$ cat config.mk
export PLATFORM = sky130hd
export DESIGN_NAME = gregorian_date_subtract_unit
export DESIGN_NICKNAME = d
export VERILOG_FILES = /design/src/hdl/gds_pkg.sv /design/src/hdl/gds_front.sv /design/src/hdl/gds_queue.sv /design/src/hdl/gds_back.sv /design/src/hdl/gregorian_date_subtract_unit.sv
export SDC_FILE = /design/constraint.sdc
export NUM_CORES = 1
export LEC_CHECK = 0
export BUFFER_PORTS_ARGS = -buffer_cell sky130_fd_sc_hd__buf_2
export CORE_AREA = 5 5 323 325
export CTS_CLUSTER_DIAMETER = 120
export CTS_CLUSTER_SIZE = 12
export DETAILED_ROUTE_END_ITERATION = 10
export DIE_AREA = 0 0 328 330
export SLEW_MARGIN = 20
export SYNTH_ARGS = -nofsm -noshare
export SYNTH_HDL_FRONTEND = slang
export SYNTH_HIERARCHICAL = 1
export SYNTH_SLANG_ARGS = --single-unit
$ cat constraint.sdc
create_clock -name clk -period 20.1 [get_ports clk]
set_input_delay 1.005 -clock clk [delete_from_list [all_inputs] [get_ports clk]]
set_output_delay 1.005 -clock clk [all_outputs]
set_load 0.1 [all_outputs]
$ cat src/hdl/gds_pkg.sv
// ---------------------------------------------------------------------------
// gds_pkg - shared types, codes and calendar helpers
// Word layouts, command and status codes, and the leap-year and month-length
// functions used by the front end and the stepping engine.
// ---------------------------------------------------------------------------
package gds_pkg;

  // field widths
  localparam int CMD_W  = 3;
  localparam int DAY_W  = 5;
  localparam int MON_W  = 4;
  localparam int YEAR_W = 15;
  localparam int CNT_W  = 15;
  localparam int ST_W   = 2;
  // remaining days for the week command: 7 * 32767 fits in 18 bits
  localparam int REM_W  = 18;
  // ten times the count, for the decade underflow check
  localparam int DEC_W  = 19;

  localparam int COUNT_MAX_DEF = 32767;

  // job queue between front end and engine
  localparam int QUEUE_DEPTH = 2;
  localparam int QPTR_W      = 1;
  localparam int QCNT_W      = 2;

  // command codes
  localparam logic [CMD_W-1:0] CMD_DAYS    = 3'd0;
  localparam logic [CMD_W-1:0] CMD_WEEKS   = 3'd1;
  localparam logic [CMD_W-1:0] CMD_MONTHS  = 3'd2;
  localparam logic [CMD_W-1:0] CMD_YEARS   = 3'd3;
  localparam logic [CMD_W-1:0] CMD_DECADES = 3'd4;

  // status codes
  localparam logic [ST_W-1:0] ST_OK        = 2'd0;
  localparam logic [ST_W-1:0] ST_INVALID   = 2'd1;
  localparam logic [ST_W-1:0] ST_UNDERFLOW = 2'd2;

  // calendar constants
  localparam logic [MON_W-1:0]  MON_JAN   = 4'd1;
  localparam logic [MON_W-1:0]  MON_FEB   = 4'd2;
  localparam logic [MON_W-1:0]  MON_DEC   = 4'd12;
  localparam logic [DAY_W-1:0]  DAY_LEAP  = 5'd29;
  localparam logic [DAY_W-1:0]  DAY_FEB   = 5'd28;
  localparam logic [YEAR_W-1:0] YEAR_MIN  = 15'd1;
  localparam logic [YEAR_W-1:0] DECADE    = 15'd10;

  localparam logic [DAY_W-1:0] MONTH_LEN [12] = '{
    5'd31, 5'd28, 5'd31, 5'd30, 5'd31, 5'd30,
    5'd31, 5'd31, 5'd30, 5'd31, 5'd30, 5'd31
  };

  // y / 25 by reciprocal: exact for all 15-bit years
  localparam logic [15:0] RECIP_25 = 16'd41944;
  localparam int          RECIP_SH = 20;

  // engine work modes
  typedef enum logic [1:0] {
    MD_DONE,
    MD_DAYS,
    MD_MONTHS,
    MD_DECADES
  } mode_t;

  // engine states
  typedef enum logic {
    BK_IDLE,
    BK_RUN
  } bk_state_t;

  typedef struct packed {
    logic [CMD_W-1:0]  command;
    logic [DAY_W-1:0]  in_day;
    logic [MON_W-1:0]  in_month;
    logic [YEAR_W-1:0] in_year;
    logic [CNT_W-1:0]  unit_count;
  } in_word_t;

  typedef struct packed {
    logic [DAY_W-1:0]  out_day;
    logic [MON_W-1:0]  out_month;
    logic [YEAR_W-1:0] out_year;
    logic [ST_W-1:0]   status;
  } out_word_t;

  // classified job handed from front end to engine
  typedef struct packed {
    mode_t             mode;
    logic [ST_W-1:0]   status;
    logic [DAY_W-1:0]  day;
    logic [MON_W-1:0]  month;
    logic [YEAR_W-1:0] year;
    logic [REM_W-1:0]  rem;
    logic [DAY_W-1:0]  orig_day;
    logic [MON_W-1:0]  orig_month;
    logic [YEAR_W-1:0] orig_year;
  } job_t;

  typedef struct packed {
    logic empty;
    logic full;
  } q_stat_t;

  // divisible by 4 and not 100, or by 400
  function automatic logic is_leap(input logic [YEAR_W-1:0] y);
    logic [30:0]       prod;
    logic [10:0]       q25;
    logic [YEAR_W-1:0] r25;
    logic              by4;
    logic              by25;
    prod = 31'(y) * 31'(RECIP_25);
    q25  = prod[30:RECIP_SH];
    r25  = y - YEAR_W'(YEAR_W'(q25) * YEAR_W'(25));
    by4  = (y[1:0] == 2'd0);
    by25 = (r25 == '0);
    return (by4 && !by25) || ((y[3:0] == 4'd0) && by25);
  endfunction

  // month length, zero for a month code outside the calendar
  function automatic logic [DAY_W-1:0] month_days(input logic [MON_W-1:0] m,
                                                   input logic leap);
    logic [MON_W-1:0] idx;
    idx = m - MON_JAN;
    if (m == MON_FEB) begin
      return leap ? DAY_LEAP : DAY_FEB;
    end else if ((m >= MON_JAN) && (m <= MON_DEC)) begin
      return MONTH_LEN[idx];
    end else begin
      return '0;
    end
  endfunction

endpackage

$ cat src/hdl/gds_front.sv
// ---------------------------------------------------------------------------
// gds_front - input classifier
// Validates the date, saturates the count and turns each command into a job
// for the stepping engine; invalid dates and year and decade underflow are caught here.
// ---------------------------------------------------------------------------
module gds_front #(
  parameter int unsigned COUNT_MAX = gds_pkg::COUNT_MAX_DEF
) (
  input  gds_pkg::in_word_t in_word,
  output gds_pkg::job_t     job
);

  logic [gds_pkg::CNT_W-1:0]  cnt;
  logic                       leap0;
  logic [gds_pkg::DAY_W-1:0]  dim0;
  logic                       date_ok;
  logic [gds_pkg::DEC_W-1:0]  ten_cnt;
  logic [gds_pkg::REM_W-1:0]  cnt_rem;

  // saturate the count
  always_comb begin
    if (17'(in_word.unit_count) > 17'(COUNT_MAX)) begin
      cnt = gds_pkg::CNT_W'(COUNT_MAX);
    end else begin
      cnt = in_word.unit_count;
    end
  end

  // date check, month length is zero for a bad month
  assign leap0   = gds_pkg::is_leap(in_word.in_year);
  assign dim0    = gds_pkg::month_days(in_word.in_month, leap0);
  assign date_ok = (in_word.in_year != '0) && (in_word.in_day != '0) &&
                   (in_word.in_day <= dim0);

  assign ten_cnt = (gds_pkg::DEC_W'(cnt) << 3) + (gds_pkg::DEC_W'(cnt) << 1);
  assign cnt_rem = gds_pkg::REM_W'(cnt);

  // classify the command
  always_comb begin
    job.mode       = gds_pkg::MD_DONE;
    job.status     = gds_pkg::ST_OK;
    job.day        = in_word.in_day;
    job.month      = in_word.in_month;
    job.year       = in_word.in_year;
    job.rem        = '0;
    job.orig_day   = in_word.in_day;
    job.orig_month = in_word.in_month;
    job.orig_year  = in_word.in_year;
    if (!date_ok) begin
      job.status = gds_pkg::ST_INVALID;
    end else begin
      case (in_word.command)
        gds_pkg::CMD_DAYS: begin
          job.mode = gds_pkg::MD_DAYS;
          job.rem  = cnt_rem;
        end
        gds_pkg::CMD_WEEKS: begin
          job.mode = gds_pkg::MD_DAYS;
          job.rem  = (cnt_rem << 3) - cnt_rem;
        end
        gds_pkg::CMD_MONTHS: begin
          job.mode = gds_pkg::MD_MONTHS;
          job.rem  = cnt_rem;
        end
        gds_pkg::CMD_YEARS: begin
          // single landing year, checked once by the decade step
          if (cnt >= in_word.in_year) begin
            job.status = gds_pkg::ST_UNDERFLOW;
          end else begin
            job.mode = gds_pkg::MD_DECADES;
            job.year = in_word.in_year - cnt;
          end
        end
        gds_pkg::CMD_DECADES: begin
          if (ten_cnt >= gds_pkg::DEC_W'(in_word.in_year)) begin
            job.status = gds_pkg::ST_UNDERFLOW;
          end else begin
            job.mode = gds_pkg::MD_DECADES;
            job.rem  = cnt_rem;
          end
        end
        default: begin
          job.mode = gds_pkg::MD_DONE;
        end
      endcase
    end
  end

endmodule

$ cat src/hdl/gds_queue.sv
// ---------------------------------------------------------------------------
// gds_queue - job queue
// Short register FIFO that decouples the classifier from the stepping engine.
// ---------------------------------------------------------------------------
module gds_queue (
  input  logic              clk,
  input  logic              rst_n,
  input  logic              push,
  input  gds_pkg::job_t     wr_job,
  input  logic              pop,
  output gds_pkg::job_t     rd_job,
  output gds_pkg::q_stat_t  stat
);

  gds_pkg::job_t                 entry_r [gds_pkg::QUEUE_DEPTH];
  logic [gds_pkg::QPTR_W-1:0]    wr_ptr_r, wr_ptr_nxt;
  logic [gds_pkg::QPTR_W-1:0]    rd_ptr_r, rd_ptr_nxt;
  logic [gds_pkg::QCNT_W-1:0]    count_r,  count_nxt;
  logic                          do_push, do_pop;

  assign stat.empty = (count_r == '0);
  assign stat.full  = (count_r == gds_pkg::QCNT_W'(gds_pkg::QUEUE_DEPTH));
  assign do_push    = push && !stat.full;
  assign do_pop     = pop && !stat.empty;
  assign rd_job     = entry_r[rd_ptr_r];

  // pointer and fill count update
  always_comb begin
    wr_ptr_nxt = wr_ptr_r;
    rd_ptr_nxt = rd_ptr_r;
    count_nxt  = count_r;
    if (do_push) begin
      wr_ptr_nxt = (wr_ptr_r == gds_pkg::QPTR_W'(gds_pkg::QUEUE_DEPTH - 1)) ?
                   '0 : wr_ptr_r + 1'b1;
    end
    if (do_pop) begin
      rd_ptr_nxt = (rd_ptr_r == gds_pkg::QPTR_W'(gds_pkg::QUEUE_DEPTH - 1)) ?
                   '0 : rd_ptr_r + 1'b1;
    end
    if (do_push && !do_pop) begin
      count_nxt = count_r + 1'b1;
    end else if (do_pop && !do_push) begin
      count_nxt = count_r - 1'b1;
    end
  end

  always_ff @(posedge clk) begin
    if (!rst_n) begin
      wr_ptr_r <= '0;
      rd_ptr_r <= '0;
      count_r  <= '0;
    end else begin
      wr_ptr_r <= wr_ptr_nxt;
      rd_ptr_r <= rd_ptr_nxt;
      count_r  <= count_nxt;
    end
  end

  // payload storage
  always_ff @(posedge clk) begin
    if (do_push) begin
      entry_r[wr_ptr_r] <= wr_job;
    end
  end

endmodule

$ cat src/hdl/gds_back.sv
// ---------------------------------------------------------------------------
// gds_back - stepping engine
// Pops jobs and walks the date back one month, month-chunk of days or decade
// per cycle, then drives one result word for a single cycle.
// ---------------------------------------------------------------------------
module gds_back (
  input  logic               clk,
  input  logic               rst_n,
  input  gds_pkg::q_stat_t   q_stat,
  input  gds_pkg::job_t      q_job,
  output logic               q_pop,
  output logic               out_valid,
  output gds_pkg::out_word_t out_word
);

  gds_pkg::bk_state_t           state_r,  state_nxt;
  gds_pkg::mode_t               mode_r,   mode_nxt;
  logic [gds_pkg::ST_W-1:0]     code_r,   code_nxt;
  logic [gds_pkg::DAY_W-1:0]    day_r,    day_nxt;
  logic [gds_pkg::MON_W-1:0]    mon_r,    mon_nxt;
  logic [gds_pkg::YEAR_W-1:0]   year_r,   year_nxt;
  logic [gds_pkg::REM_W-1:0]    rem_r,    rem_nxt;
  logic [gds_pkg::DAY_W-1:0]    oday_r,   oday_nxt;
  logic [gds_pkg::MON_W-1:0]    omon_r,   omon_nxt;
  logic [gds_pkg::YEAR_W-1:0]   oyear_r,  oyear_nxt;
  logic                         valid_r,  valid_nxt;
  gds_pkg::out_word_t           word_r,   word_nxt;

  logic                         leap_cur;
  logic [gds_pkg::MON_W-1:0]    m_prev;
  logic [gds_pkg::YEAR_W-1:0]   y_prev;
  logic [gds_pkg::DAY_W-1:0]    dim_prev;
  logic                         at_floor;
  logic [gds_pkg::DAY_W-1:0]    d_dec;
  logic                         fin;
  logic [gds_pkg::ST_W-1:0]     fin_st;
  logic [gds_pkg::DAY_W-1:0]    fin_day;

  // previous month of the working date; feb never crosses a year
  assign leap_cur = gds_pkg::is_leap(year_r);
  assign m_prev   = (mon_r == gds_pkg::MON_JAN) ? gds_pkg::MON_DEC : mon_r - 1'b1;
  assign y_prev   = (mon_r == gds_pkg::MON_JAN) ? year_r - 1'b1 : year_r;
  assign dim_prev = gds_pkg::month_days(m_prev, leap_cur);
  assign at_floor = (mon_r == gds_pkg::MON_JAN) && (year_r == gds_pkg::YEAR_MIN);

  // feb 29 becomes feb 28 on a non-leap landing year
  assign d_dec = ((mon_r == gds_pkg::MON_FEB) && (day_r == gds_pkg::DAY_LEAP) &&
                  !leap_cur) ? gds_pkg::DAY_FEB : day_r;

  // next state and step logic
  always_comb begin
    state_nxt = state_r;
    mode_nxt  = mode_r;
    code_nxt  = code_r;
    day_nxt   = day_r;
    mon_nxt   = mon_r;
    year_nxt  = year_r;
    rem_nxt   = rem_r;
    oday_nxt  = oday_r;
    omon_nxt  = omon_r;
    oyear_nxt = oyear_r;
    valid_nxt = 1'b0;
    word_nxt  = word_r;
    q_pop     = 1'b0;
    fin       = 1'b0;
    fin_st    = gds_pkg::ST_OK;
    fin_day   = day_r;
    case (state_r)
      gds_pkg::BK_IDLE: begin
        if (!q_stat.empty) begin
          q_pop     = 1'b1;
          mode_nxt  = q_job.mode;
          code_nxt  = q_job.status;
          day_nxt   = q_job.day;
          mon_nxt   = q_job.month;
          year_nxt  = q_job.year;
          rem_nxt   = q_job.rem;
          oday_nxt  = q_job.orig_day;
          omon_nxt  = q_job.orig_month;
          oyear_nxt = q_job.orig_year;
          state_nxt = gds_pkg::BK_RUN;
        end
      end
      gds_pkg::BK_RUN: begin
        case (mode_r)
          gds_pkg::MD_DAYS: begin
            if (rem_r == '0) begin
              fin = 1'b1;
            end else if (rem_r < gds_pkg::REM_W'(day_r)) begin
              day_nxt = day_r - gds_pkg::DAY_W'(rem_r);
              rem_nxt = '0;
            end else if (at_floor) begin
              fin    = 1'b1;
              fin_st = gds_pkg::ST_UNDERFLOW;
            end else begin
              rem_nxt  = rem_r - gds_pkg::REM_W'(day_r);
              mon_nxt  = m_prev;
              year_nxt = y_prev;
              day_nxt  = dim_prev;
            end
          end
          gds_pkg::MD_MONTHS: begin
            if (rem_r == '0) begin
              fin = 1'b1;
            end else if (at_floor) begin
              fin    = 1'b1;
              fin_st = gds_pkg::ST_UNDERFLOW;
            end else begin
              rem_nxt  = rem_r - 1'b1;
              mon_nxt  = m_prev;
              year_nxt = y_prev;
              day_nxt  = (day_r > dim_prev) ? dim_prev : day_r;
            end
          end
          gds_pkg::MD_DECADES: begin
            day_nxt = d_dec;
            if (rem_r == '0) begin
              fin     = 1'b1;
              fin_day = d_dec;
            end else begin
              rem_nxt  = rem_r - 1'b1;
              year_nxt = year_r - gds_pkg::DECADE;
            end
          end
          default: begin
            fin    = 1'b1;
            fin_st = code_r;
          end
        endcase
        // result word, echo the input date on any error
        if (fin) begin
          valid_nxt       = 1'b1;
          state_nxt       = gds_pkg::BK_IDLE;
          word_nxt.status = fin_st;
          if (fin_st == gds_pkg::ST_OK) begin
            word_nxt.out_day   = fin_day;
            word_nxt.out_month = mon_r;
            word_nxt.out_year  = year_r;
          end else begin
            word_nxt.out_day   = oday_r;
            word_nxt.out_month = omon_r;
            word_nxt.out_year  = oyear_r;
          end
        end
      end
      default: begin
        state_nxt = gds_pkg::BK_IDLE;
      end
    endcase
  end

  // control registers
  always_ff @(posedge clk) begin
    if (!rst_n) begin
      state_r <= gds_pkg::BK_IDLE;
      valid_r <= 1'b0;
    end else begin
      state_r <= state_nxt;
      valid_r <= valid_nxt;
    end
  end

  // working date and result payload
  always_ff @(posedge clk) begin
    mode_r  <= mode_nxt;
    code_r  <= code_nxt;
    day_r   <= day_nxt;
    mon_r   <= mon_nxt;
    year_r  <= year_nxt;
    rem_r   <= rem_nxt;
    oday_r  <= oday_nxt;
    omon_r  <= omon_nxt;
    oyear_r <= oyear_nxt;
    word_r  <= word_nxt;
  end

  assign out_valid = valid_r;
  assign out_word  = word_r;

endmodule

$ cat src/hdl/gregorian_date_subtract_unit.sv
// ---------------------------------------------------------------------------
// gregorian_date_subtract_unit - moves a calendar date back by a unit count
// Classifier, two-entry job queue and stepping engine; one result per word.
//
//   channel   ports                     handshake
//   input     start, busy, in_word      taken when start && !busy
//   result    out_valid, out_word       one-cycle strobe, never stalled
//
// Invalid dates, unknown commands, underflow caught up front and years
// commands go straight to the result once popped; months and decades take
// one engine step per unit; days and weeks take one step per month boundary
// crossed, and one more when the walk ends inside a month.
// Reset clears the queue and engine control; payload registers are not reset.
// busy rises only when the queue holds two words behind the engine.
// ---------------------------------------------------------------------------
module gregorian_date_subtract_unit #(
  parameter int unsigned COUNT_MAX = gds_pkg::COUNT_MAX_DEF
) (
  input  logic               clk,
  input  logic               rst_n,
  input  logic               start,
  output logic               busy,
  input  gds_pkg::in_word_t  in_word,
  output logic               out_valid,
  output gds_pkg::out_word_t out_word
);

  gds_pkg::job_t    front_job;
  gds_pkg::job_t    q_job;
  gds_pkg::q_stat_t q_stat;
  logic             q_pop;
  logic             push;

  assign busy = q_stat.full;
  assign push = start && !busy;

  // classify the incoming word
  gds_front #(
    .COUNT_MAX (COUNT_MAX)
  ) u_front (
    .in_word (in_word),
    .job     (front_job)
  );

  // decoupling queue
  gds_queue u_queue (
    .clk    (clk),
    .rst_n  (rst_n),
    .push   (push),
    .wr_job (front_job),
    .pop    (q_pop),
    .rd_job (q_job),
    .stat   (q_stat)
  );

  // stepping engine
  gds_back u_back (
    .clk       (clk),
    .rst_n     (rst_n),
    .q_stat    (q_stat),
    .q_job     (q_job),
    .q_pop     (q_pop),
    .out_valid (out_valid),
    .out_word  (out_word)
  );

  // a result strobe lasts one cycle since the engine returns to idle
  a_strobe_single: assert property (@(posedge clk) disable iff (!rst_n)
    out_valid |=> !out_valid)
    else $error("result strobe held for two cycles");

  // no reserved status code
  a_status_code: assert property (@(posedge clk) disable iff (!rst_n)
    out_valid |-> (out_word.status == gds_pkg::ST_OK ||
                   out_word.status == gds_pkg::ST_INVALID ||
                   out_word.status == gds_pkg::ST_UNDERFLOW))
    else $error("reserved status code on result");

  // a good result is a real calendar day
  a_ok_date: assert property (@(posedge clk) disable iff (!rst_n)
    (out_valid && out_word.status == gds_pkg::ST_OK) |->
      (out_word.out_month >= gds_pkg::MON_JAN && out_word.out_month <= gds_pkg::MON_DEC &&
       out_word.out_day != '0 && out_word.out_year != '0))
    else $error("ok result is not a calendar date");

  // the queue becomes full only after a push
  a_busy_drain: assert property (@(posedge clk) disable iff (!rst_n)
    (busy && !$past(busy) && $past(rst_n)) |-> $past(push))
    else $error("queue filled without a push");

endmodule
* After elaboration in Yosys (flattened, before gate mapping)
Memory sizes are Yosys's and may differ from the RTL's. A register that Yosys moved wholly into a read port is not among the register bits.
Cells that the tools add are included.
** Operators by class
- $add $sub $neg :: 17
- Multipliers :: 4
- Order comparisons :: 11
- Eq/ne operators :: 24
- Multiplexer cells :: 88
- Bitwise gates (word level) :: 4
- Reduce and logical (&&, ||, !) cells :: 47
** Operators by type and width (number)
- 2-to-1 mux 15 bit :: 10
- 2-to-1 mux 18 bit :: 7
- case mux 18 bit (3 select lines) :: 2
- 2-to-1 mux 5 bit :: 18
- multiplier 15 x 13 -> 28 bit (second input constant) :: 2
- case mux 15 bit (3 select lines) :: 1
- subtractor 15 bit :: 3
- case mux 18 bit (2 select lines) :: 1
- 2-to-1 mux 33 bit :: 1
- zero test 15 bit :: 2
- multiplier 11 x 5 -> 15 bit (second input constant) :: 2
- case mux 15 bit (2 select lines) :: 1
- 2-to-1 mux 2 bit :: 13
- 2-to-1 mux 24 bit :: 1
- 2-to-1 mux 4 bit :: 6
- inequality test 3 bit (second input constant) :: 7
- adder 18 x 16 -> 19 bit :: 1
- greater-or-equal comparator 19 x 15 -> 1 bit :: 1
- zero test 18 bit :: 1
- less-than comparator 18 x 5 -> 1 bit :: 1
- 2-to-1 mux 1 bit :: 18
- subtractor 18 x 1 -> 18 bit (second input constant) :: 1
- subtractor 18 x 15 -> 18 bit :: 1
- subtractor 18 x 5 -> 18 bit :: 1
- other kinds (48) :: 93
** Word-level totals
- Bits in registers :: 102
- Memory bits (writable) :: 140
- Memory bits (read-only) :: 160
- Input bits :: 45
- Logic and storage cells :: 216
- Memories :: 3
** Memories
- u_queue.entry_r :: words 2, width 70, rd ports 1, clocked after Yosys merged registers in 1, write ports 1, RTL line gds_queue.sv:15 : gds_pkg::job_t entry_r [gds_pkg::QUEUE_DEPTH];
- (no name shown) :: words 16, width 5, rd ports 1, clocked after Yosys merged registers in 0, write ports 0, RTL line gds_pkg.sv:127 : return MONTH_LEN[idx];
- (no name shown) :: words 16, width 5, rd ports 1, clocked after Yosys merged registers in 0, write ports 0, RTL line gds_pkg.sv:127

* Longest topological paths before layout
Gate-level depths: netlist of run 1.
- Depth in word-level cells :: 15
- Depth in mapped cells :: 44

* Cells and area by module
The synthesis of run 1 kept the hierarchy.
** Modules (own cells, without submodules)
- gds_back :: times used 1, cells each 1157, area each 11184.5 µm², sequential area each 2922.8 µm²
- gds_front :: times used 1, cells each 1025, area each 8634.5 µm², sequential area each 0.0 µm²
- gds_queue :: times used 1, cells each 243, area each 5266.3 µm², sequential area each 4304.1 µm²
- gregorian_date_subtract_unit :: times used 1, cells each 1, area each 13.8 µm², sequential area each 0.0 µm²

* Least setup slack after synthesis of run 1
Ideal clock, no wire load.
- Path kind :: register to register
- Start :: register u_back/year_r[12] (netlist bit)
- End :: register u_back/day_r[0] (netlist bit) (enable)
- Library setup time :: 0.351 ns
- Arrival :: 10.125 ns
- Slack :: 9.624 ns
- Cell stages (with the launch flop) :: 43
- Buffers on the path :: 0
- Cells stage by stage :: edfxtp_1 -> inv_1 -> fa_1 -> inv_1 -> ha_1 -> inv_1 -> fa_1 -> fa_1 -> fa_1 -> inv_1 -> ha_1 -> inv_1 -> nor2_1 -> a22o_1 -> nor3_1 -> nor4_1 -> o31ai_1 -> a21oi_1 -> (+7 left out) -> ha_1 -> a21o_1 -> a22o_1 -> a32o_1 -> or4_1 -> a2111oi_0 -> and4_1 -> a31oi_2 -> or2_2 -> ha_1 -> nor2b_1 -> o21a_1 -> o21ai_0 -> nand2b_1 -> a21oi_1 -> a311oi_1 -> o21ai_0 -> a21oi_1
** On the way
- Word-level cells in the longest chain between the ends :: 12
- Elaborated cells between the ends (all ways) :: 17
** Ends and longest elaborated chain
- from (decl) :: RTL line gds_back.sv:21 : logic [gds_pkg::YEAR_W-1:0] year_r, year_nxt;
- from (signal assigned) :: RTL line gds_back.sv:169 : year_r <= year_nxt;
- multiplier 15 x 13 -> 28 bit :: RTL line gds_pkg.sv:111 : prod = 31'(y) * 31'(RECIP_25);
- multiplier 11 x 5 -> 15 bit :: RTL line gds_pkg.sv:113 : r25 = y - YEAR_W'(YEAR_W'(q25) * YEAR_W'(25));
- subtractor 15 bit :: RTL line gds_pkg.sv:113
- zero test 15 bit :: RTL line gds_pkg.sv:115 : by25 = (r25 == '0);
- zero test 1 bit :: RTL line gds_pkg.sv:116 : return (by4 && !by25) || ((y[3:0] == 4'd0) && by25);
- logical AND 1 bit :: RTL line gds_pkg.sv:116
- logical OR 1 bit :: RTL line gds_pkg.sv:116
- 2-to-1 mux 1 bit :: RTL line gds_pkg.sv:125 : return leap ? DAY_LEAP : DAY_FEB;
- 2-to-1 mux 5 bit :: RTL line gds_pkg.sv:124 : if (m == MON_FEB) begin
- > comparator 5 bit :: RTL line gds_back.sv:112 : day_nxt = (day_r > dim_prev) ? dim_prev : day_r;
- inequality test 3 bit (no source line)
- AND reduction 7 bit (no source line) *
- to (signal assigned) :: RTL line gds_back.sv:167 : day_r <= day_nxt;
- to (decl) :: RTL line gds_back.sv:19 : logic [gds_pkg::DAY_W-1:0] day_r, day_nxt;
Mark *: on every way between the ends. The rest lies on a longest branch, timed or not.
A chain may end at the register's enable or synchronous reset.

* Final worst setup path of run 1
- Start :: register u_back/year_r[2] (netlist bit)
- End :: register u_back/day_r[3] (netlist bit) (enable)
Same word-level chain as after synthesis.

==> flow_summary.json, run 1 <==
{
  "status": "finished, final reports clean",
  "setup_tns_ns": 0,
  "cpPeakStageDelay_ns": 0.67,
  "vias_per_cell": 4.56,
  "fp.dieArea_sq_um": 108000,
  "layout.cells.most_common": "inv_1",
  "slew_headroom_pct": 31.0,
  "clk_pin_slew_ns": 0.07,
  "synthArstFlopShare_pct": 0,
  "seq_area_frac_synth_pct": 28.8,
  "synth_area_sq_um": 25100,
  "ys_ff_latch": 243,
  "syn_inst": 2426,
  "crit_top_cell": "ha_1",
  "fin_util_pct": 27.1,
  "ant_nets": 0,
  "clock_latency_ns": 0.55,
  "ctsResizeCount": 0,
  "clock_path_buffers": 3,
  "cts-buffers-inserted": 24,
  "grt_usage_pct": 11.7,
  "grt_overflow": 0,
  "finalCriticalPeriod_ns": 11.73,
  "fin_skew_ns": 0.0324,
  "cts_sinks": 243,
  "grt_pass1_wl_microns": 101000,
  "rows": 117,
  "mostFrequentLayoutCells": "inv_1 (387), ha_1 (386), edfxtp_1 (236), fa_1 (178), nand2_1 (131)",
  "yosysWarnings": 6,
  "hold_viol": 0,
  "nFillCells": 10600,
  "vias": 17500,
  "finalNetCount": 3060,
  "root_buffer": "clkbuf_16",
  "post_cts_buffers": 0,
  "yosysTopAreaCellShare_pct": 28.2,
  "maxCapViolCount": 0,
  "dp_hpwl_microns": 51600,
  "cts_hold_buf": 0,
  "tightest_slew_ns": 1.03,
  "wl_per_cell_microns": 16.7,
  "htree_levels": 1,
  "required_ns": 20.30,
  "drc": 0,
  "core_area_sq_um": 101000,
  "grt_pass1_vias": 17900,
  "io_pins": 73,
  "areaGrowthSynthToFinish_pct": 9.38,
  "routed_wl_microns": 63900,
  "drive_above_1_share_pct": 10.0,
  "drtPass1Iterations": 5,
  "finalSetupViolations": 0,
  "antenna_found_initial": 10,
  "start_util_pct": 24.8,
  "ys.flop_type": "edfxtp_1",
  "grt_max_degree": 75,
  "hold_class": "reg -> reg",
  "endpoint_kind": "flip-flop",
  "synthTopCellsByArea": "edfxtp_1 (28%), ha_1 (19%), fa_1 (14%), inv_1 (5.8%), mux2_2 (3.5%)",
  "rsz0062_at_grt": "false",
  "fmax_mhz": 85.2,
  "synth.distinct_cells": 102,
  "crit_slowest_cell": "edfxtp_1",
  "crit_arrival_ns": 11.94,
  "fp.dieH_microns": 330,
  "worstSetupStartpointType": "flip-flop",
  "period_share_pct": 58.4,
  "gp_congestion": 0.881,
  "crit_type": "reg -> reg",
  "slew_violations": 0,
  "fp.dieW_microns": 328,
  "drt_iter0_drc": 1086,
  "synth_top_area_cell": "edfxtp_1",
  "synth_edf_count": 236,
  "syn_nets": 3035,
  "avgSynthCellArea_sq_um": 10.3,
  "portBuffers": 72,
  "path_max_fanout": 12,
  "cts_tree": "built"
}
cell type report:
class / count / area [sq um] / area share, %
antenna: 4 / 10.0 / 0.0365
clock buffer: 35 / 642 / 2.34
clock inverter: 2 / 25.0 / 0.0911
inverter: 388 / 1460 / 5.30
multi-input combinational: 1712 / 15900 / 58.1
sequential: 243 / 7230 / 26.3
tap: 1368 / 1710 / 6.23
timing repair buffer: 82 / 435 / 1.59
metal layers:
metal,track usage (%),vias to the layer above,part of all wire [%]
li1,-,8514,-
met1,15.6,8482,45
met2,20.1,418,47
met3,1.35,78,4.7
met4,3.11,4,2.5
met5,0,-,0.042
cells by family (layout without fill, tap and decap cells):
family                   Yosys count  after routing  share of synthesized area (%)
flip-flops                       243            243                           28.8
buffers and inverters            471            507                           7.79
other                              0              4                              0
adder cells (fa/ha/maj)          564            564                           33.4
AND/OR/NAND/NOR                  504            504                           10.0
XOR/XNOR                         103            103                           3.62
multiplexers                      87             87                           3.88
AO/OA/AOI/OAI                    454            454                           12.4
flip-flops by register name, summed over array words and instances, names as in the netlist, named ones only:
name	flops
u_back/mode_r	2
u_back/code_r	2
u_back/out_word	26
u_queue/rd_ptr_r	1
u_back/year_r	15
u_back/rem_r	18
u_back/day_r	5
u_back/out_valid	1
u_back/oyear_r	15
u_back/omon_r	4
u_queue/wr_ptr_r	1
u_back/oday_r	5
u_back/state_r	1
u_queue/count_r	2
u_queue/entry_r	140
u_back/mon_r	4
metrics by stage:
step | instance area (sq um) | hold slack [ns] | setup WS (ns) | std cells
4_1_cts | 27400 | 0.531 | 8.39 | 3830
6_report | 27500 | 0.527 | 8.37 | 3834
3_3_place_gp | 26800 | 0.509 | 8.22 | 3793
5_1_grt | 27400 | 0.548 | 7.67 | 3830
2_1_floorplan | 25100 | 0.483 | 9.62 | 2426
3_5_place_dp | 26800 | 0.515 | 8.15 | 3793
synth_stat cells, types with 7 or more instances:
master / number
inv_1: 387
ha_1: 386
edfxtp_1: 236
fa_1: 178
nand2_1: 131
nor2_1: 119
a21oi_1: 114
o21ai_0: 111
mux2_2: 79
xnor2_1: 63
nor3_1: 47
a21o_1: 41
nand3_1: 41
xor2_1: 39
buf_4: 34
clkbuf_1: 32
nand4_1: 22
or3_1: 21
o21a_1: 20
and2_1: 18
o211ai_1: 17
nor2b_1: 15
a211oi_1: 14
nand2b_1: 14
nor4_1: 14
and3_1: 12
or2_2: 12
o2111ai_1: 10
o31ai_1: 10
a21boi_0: 9
or4_1: 9
buf_2: 8
a31oi_1: 7
dfxtp_1: 7
mux2i_1: 7
worst max-delay path: cells and delay by family, from the launching register on:
kind,cells,cell delay (ns)
AOI/OAI and AO/OA,17,3.56
adders and majority gates,11,4.33
buffers and inverters,3,0.45
DFF,1,0.67
and+or+nand+nor,9,2.40
final timing paths:
kind	startpoint	to	slack, ns	cells after the start
worst min-delay path	u_back/oday_r[4]	u_back/out_word[25]	0.53	2
worst max register to register	u_back/year_r[2]	u_back/day_r[3]	8.37	40
worst min register to register	u_back/oday_r[4]	u_back/out_word[25]	0.53	2
worst max-delay path	u_back/year_r[2]	u_back/day_r[3]	8.37	40
Power of run 1 is not shown: default switching activity piles up to over one toggle a cycle in this logic, so the estimate is an artifact.
==> run 2, diff against run 1 <==
Clock period 20.1 ns to 11.8 ns, I/O delays scaled along.
==> run 2 against run 1 <==
Effect of this change: flip-flop and latch count unchanged; largest cell class unchanged; via count up 0.56%; clock-buffer cell count is the same; final area increased by 0.98%.
==> flow_summary.json, run 2 (synthesis gave the netlist of run 1 again) <==
{
  "grt_pass1_wl_microns": 101000,
  "finalCriticalPeriod_ns": 10.97,
  "rsz0062_at_grt": "false",
  "vias_per_cell": 4.55,
  "endpoint_kind": "flip-flop",
  "io_pins": 73,
  "ant_nets": 0,
  "gp_congestion": 0.873,
  "fin_skew_ns": 0.0299,
  "antenna_found_initial": 10,
  "worstSetupStartpointType": "flip-flop",
  "path_max_fanout": 8,
  "cts_hold_buf": 0,
  "areaGrowthSynthToFinish_pct": 10.5,
  "fmax_mhz": 91.2,
  "rows": 117,
  "crit_cells": 42,
  "htree_levels": 1,
  "cp_top_family": "adder cells",
  "drc": 0,
  "drive_above_1_share_pct": 11.4,
  "crit_top_cell": "fa_1",
  "largestRegisters": "u_queue/entry_r: 140 flops, u_back/out_word: 26 flops, u_back/rem_r: 18 flops",
  "hold_class": "in -> reg",
  "setup_tns_ns": 0,
  "core_area_sq_um": 101000,
  "grt_usage_pct": 11.7,
  "status": "finished, final reports clean",
  "r2r_cells": 42,
  "cp.buffers_inverters": 6,
  "largest_reg_flops": 140,
  "fp.dieH_microns": 330,
  "clock_latency_ns": 0.54,
  "crit_type": "reg -> reg",
  "cpPeakStageDelay_ns": 0.54,
  "finalSetupViolations": 0,
  "dp_hpwl_microns": 51400,
  "maxCapViolCount": 0,
  "cts_tree": "built",
  "hold_viol": 0,
  "crit_slowest_cell": "fa_1",
  "drtPass1Iterations": 5,
  "largest-register": "u_queue/entry_r",
  "portBuffers": 72,
  "grt_overflow": 0,
  "layout.cells.most_common": "ha_1",
  "crit_arrival_ns": 11.19,
  "worstHoldPathCells": 2,
  "root_buffer": "clkbuf_16",
  "required_ns": 12.03,
  "start_util_pct": 24.8,
  "slew_headroom_pct": 28.7,
  "period_share_pct": 92.9,
  "tightest_slew_ns": 1.07,
  "cts-buffers-inserted": 24,
  "routed_wl_microns": 63600,
  "vias": 17600,
  "grt_max_degree": 76,
  "grt_pass1_vias": 18000,
  "clock_path_buffers": 3,
  "fp.dieArea_sq_um": 108000,
  "nFillCells": 10600,
  "wl_per_cell_microns": 16.5,
  "slew_violations": 0,
  "cts_sinks": 243,
  "clk_pin_slew_ns": 0.07,
  "fp.dieW_microns": 328,
  "mostFrequentLayoutCells": "ha_1 (386), inv_1 (385), edfxtp_1 (236), fa_1 (178), nand2_1 (131)",
  "drt_iter0_drc": 1021,
  "finalNetCount": 3090
}
-- run 2: area by class of cell --
cell class              instances  area [sq um]  share of cell area (%)
multi-input cells            1712         16000                    57.6
flip-flops and latches        243          7230                    26.1
clock inverters                 2          27.5                  0.0993
clock buffers                  35           642                    2.32
well taps                    1368          1710                    6.17
inverters                     388          1460                    5.28
diodes                          4          10.0                  0.0361
repair buffers                112           661                    2.38
-- run 2: repair_timing --
| item | CTS | global route |
|---|---|---|
| gates resized for setup | 0 | 8 |
| endpoints found under the setup margin | 0 | 5 |
| setup buffers | 0 | 16 |
| endpoints found under the hold margin | 0 | 0 |
-- run 2: worst register-to-register path: cells and delay by family (launching register included) --
kind / cells / cell delay, ns
AO/OA/AOI/OAI: 16 / 3.06
AND/OR/NAND/NOR: 9 / 2.06
flip-flops: 1 / 0.50
buffers and inverters: 6 / 0.56
adder cells (fa/ha/maj): 11 / 4.48
-- run 2: stage by stage --
step	hold WS, ns	worst slack, ns	util, %	instances	cell area [sq um]
2_1_floorplan	0.483	1.32	-	2426	25100
3_3_place_gp	0.512	0.529	26.6	3807	26900
3_5_place_dp	0.513	0.390	26.6	3807	26900
4_1_cts	0.339	0.399	27.2	3844	27600
5_1_grt	0.355	0.0447	27.4	3860	27700
6_report	0.363	0.835	27.4	3864	27700
-- run 2: path summary, 6_finish.rpt --
check                    startpoint             endpoint  slack (ns)
setup / recovery  u_back/year_r[13]      u_back/day_r[2]        0.83
hold / removal                rst_n     u_queue/wr_ptr_r        0.36
setup reg to reg  u_back/year_r[13]      u_back/day_r[2]        0.83
hold reg to reg    u_back/oday_r[4]  u_back/out_word[25]        0.53
-- run 2: routing by layer --
metal,part of all wire (%),GRT usage [%]
met5,0.033,0
met4,2.4,3.03
met3,4.5,1.47
met2,47,19.9
met1,46,15.8
Power of run 2 is left out for the same reason.
==> run 3, diff against run 2 <==
Settings changed: CELL_PAD_IN_SITES_DETAIL_PLACEMENT from default to 0, CELL_PAD_IN_SITES_GLOBAL_PLACEMENT from default to 1, PLACE_DENSITY_LB_ADDON from default to 0.1.
==> run 3 against run 2 <==
Effect of this change: largest cell class unchanged; register-to-register slack lost 0.15 ns; highest routed layer is now met4; non-clock buffer count up 29; worst setup slack lost 0.21 ns; die area unchanged; final area increased by 1.0%; critical path depth fell by 1; clock skew is 0.010 ns lower.
==> flow_summary.json, run 3 (synthesis gave the netlist of run 1 again) <==
{
  "grt_overflow": 0,
  "fmax_mhz": 89.5,
  "mostFrequentLayoutCells": "inv_1 (386), ha_1 (386), edfxtp_1 (236), fa_1 (178), nand2_1 (131)",
  "worstSetupStartpointType": "input pin",
  "rsz0062_at_grt": "false",
  "worstHoldPathCells": 1,
  "areaGrowthSynthToFinish_pct": 11.6,
  "hold_viol": 0,
  "maxCapViolCount": 0,
  "cts_hold_buf": 0,
  "cts_tree": "built",
  "path_max_fanout": 25,
  "antenna_cells": 0,
  "slew_violations": 0,
  "clk_pin_slew_ns": 0.07,
  "antenna_found_initial": 5,
  "start_util_pct": 24.8,
  "cpPeakStageDelay_ns": 0.61,
  "largest-register": "u_queue/entry_r",
  "gp_congestion": 0.817,
  "root_buffer": "clkbuf_16",
  "crit_type": "in -> reg",
  "routed_wl_microns": 77300,
  "wl_per_cell_microns": 19.9,
  "clock_path_buffers": 3,
  "tightest_slew_ns": 0.952,
  "cts-buffers-inserted": 25,
  "finalSetupViolations": 0,
  "drive_above_1_share_pct": 12.6,
  "core_area_sq_um": 101000,
  "status": "finished, final reports clean",
  "fin_util_pct": 27.7,
  "grt_pass1_vias": 18800,
  "grt_usage_pct": 14.2,
  "crit_slowest_cell": "a2111o_1",
  "dp_hpwl_microns": 62800,
  "cts_sinks": 243,
  "drc": 0,
  "fp.dieW_microns": 328,
  "largest_reg_flops": 140,
  "drtPass1Iterations": 7,
  "rows": 117,
  "fp.dieH_microns": 330,
  "clock_latency_ns": 0.56,
  "required_ns": 12.08,
  "finalCriticalPeriod_ns": 11.18,
  "period_share_pct": 94.7,
  "nFillCells": 10700,
  "portBuffers": 72,
  "crit_arrival_ns": 11.46,
  "vias_per_cell": 4.50,
  "vias": 17500,
  "endpoint_kind": "flip-flop",
  "crit_top_cell": "fa_1",
  "fin_skew_ns": 0.0195,
  "drt_iter0_drc": 889,
  "largestRegisters": "u_queue/entry_r: 140 flops, u_back/out_word: 26 flops, u_back/rem_r: 18 flops",
  "slew_headroom_pct": 36.5,
  "hold_class": "in -> reg",
  "fp.dieArea_sq_um": 108000,
  "htree_levels": 1,
  "r2r_cells": 43,
  "io_pins": 73,
  "ant_nets": 0,
  "grt_max_degree": 54,
  "finalNetCount": 3120,
  "grt_pass1_wl_microns": 118000
}
-- run 3: changes by cell type in the layout (fill, tap and decap cells not counted), sizes merged --
cell	change
clkinv	+2
diode	-4
clkinvlp	-1
buf	+29
bufinv	+1
inv	+2
-- run 3: metal layers --
layer	GRT usage, %	wire length, microns	vias to the layer above	part of all wire [%]
met5	0	0	-	0
met4	2.99	1710	0	2.2
met3	1.10	1700	74	2.2
met2	24.8	37500	222	49
met1	19.2	36400	8598	47
li1	-	-	8632	-
-- run 3: worst max-delay path, delay by kind of cell --
family	cells	cell delay, ns
and+or+nand+nor	5	0.95
xor gates and xnor gates	1	0.33
AOI/OAI and AO/OA	18	4.51
adders and majority gates	11	4.29
buffers and inverters	6	0.73
-- run 3: timing repair --
item                                    CTS  global route
resized for setup                         1             8
pin swaps                                 0             1
endpoints found under the setup margin    5             5
buffers inserted                          0            15
-- run 3: final timing paths --
path / to / slack, ns / startpoint
max: u_queue/entry_r[1][42] / 0.62 / in_word[22]
min: u_queue/entry_r[0][19] / 0.33 / in_word[34]
min reg2reg: u_back/out_word[5] / 0.53 / u_back/oyear_r[3]
max reg2reg: u_back/day_r[4] / 0.68 / u_back/year_r[6]
-- run 3: cell type report --
cell class | count | area (sq um) | share of cell area, %
clock buffer | 35 | 663 | 2.37
sequential | 243 | 7230 | 25.8
clock inverter | 6 | 63.8 | 0.228
tap | 1368 | 1710 | 6.11
inverter | 388 | 1460 | 5.21
multi-input combinational | 1712 | 16000 | 57.1
timing repair buffer | 141 | 886 | 3.16
-- run 3: per-stage QoR --
step	cells	setup TNS (ns)	area [sq um]	hold slack, ns	worst slack, ns
2_1_floorplan	2426	0	25100	0.483	1.32
3_3_place_gp	3836	0	27100	0.505	0.164
4_1_cts	3878	0	27900	0.285	0.0539
5_1_grt	3893	0	28000	0.313	0.0184
6_report	3893	0	28000	0.327	0.623
3_5_place_dp	3837	-0.159	27100	0.520	-0.0319
Power of run 3 is left out for the same reason.
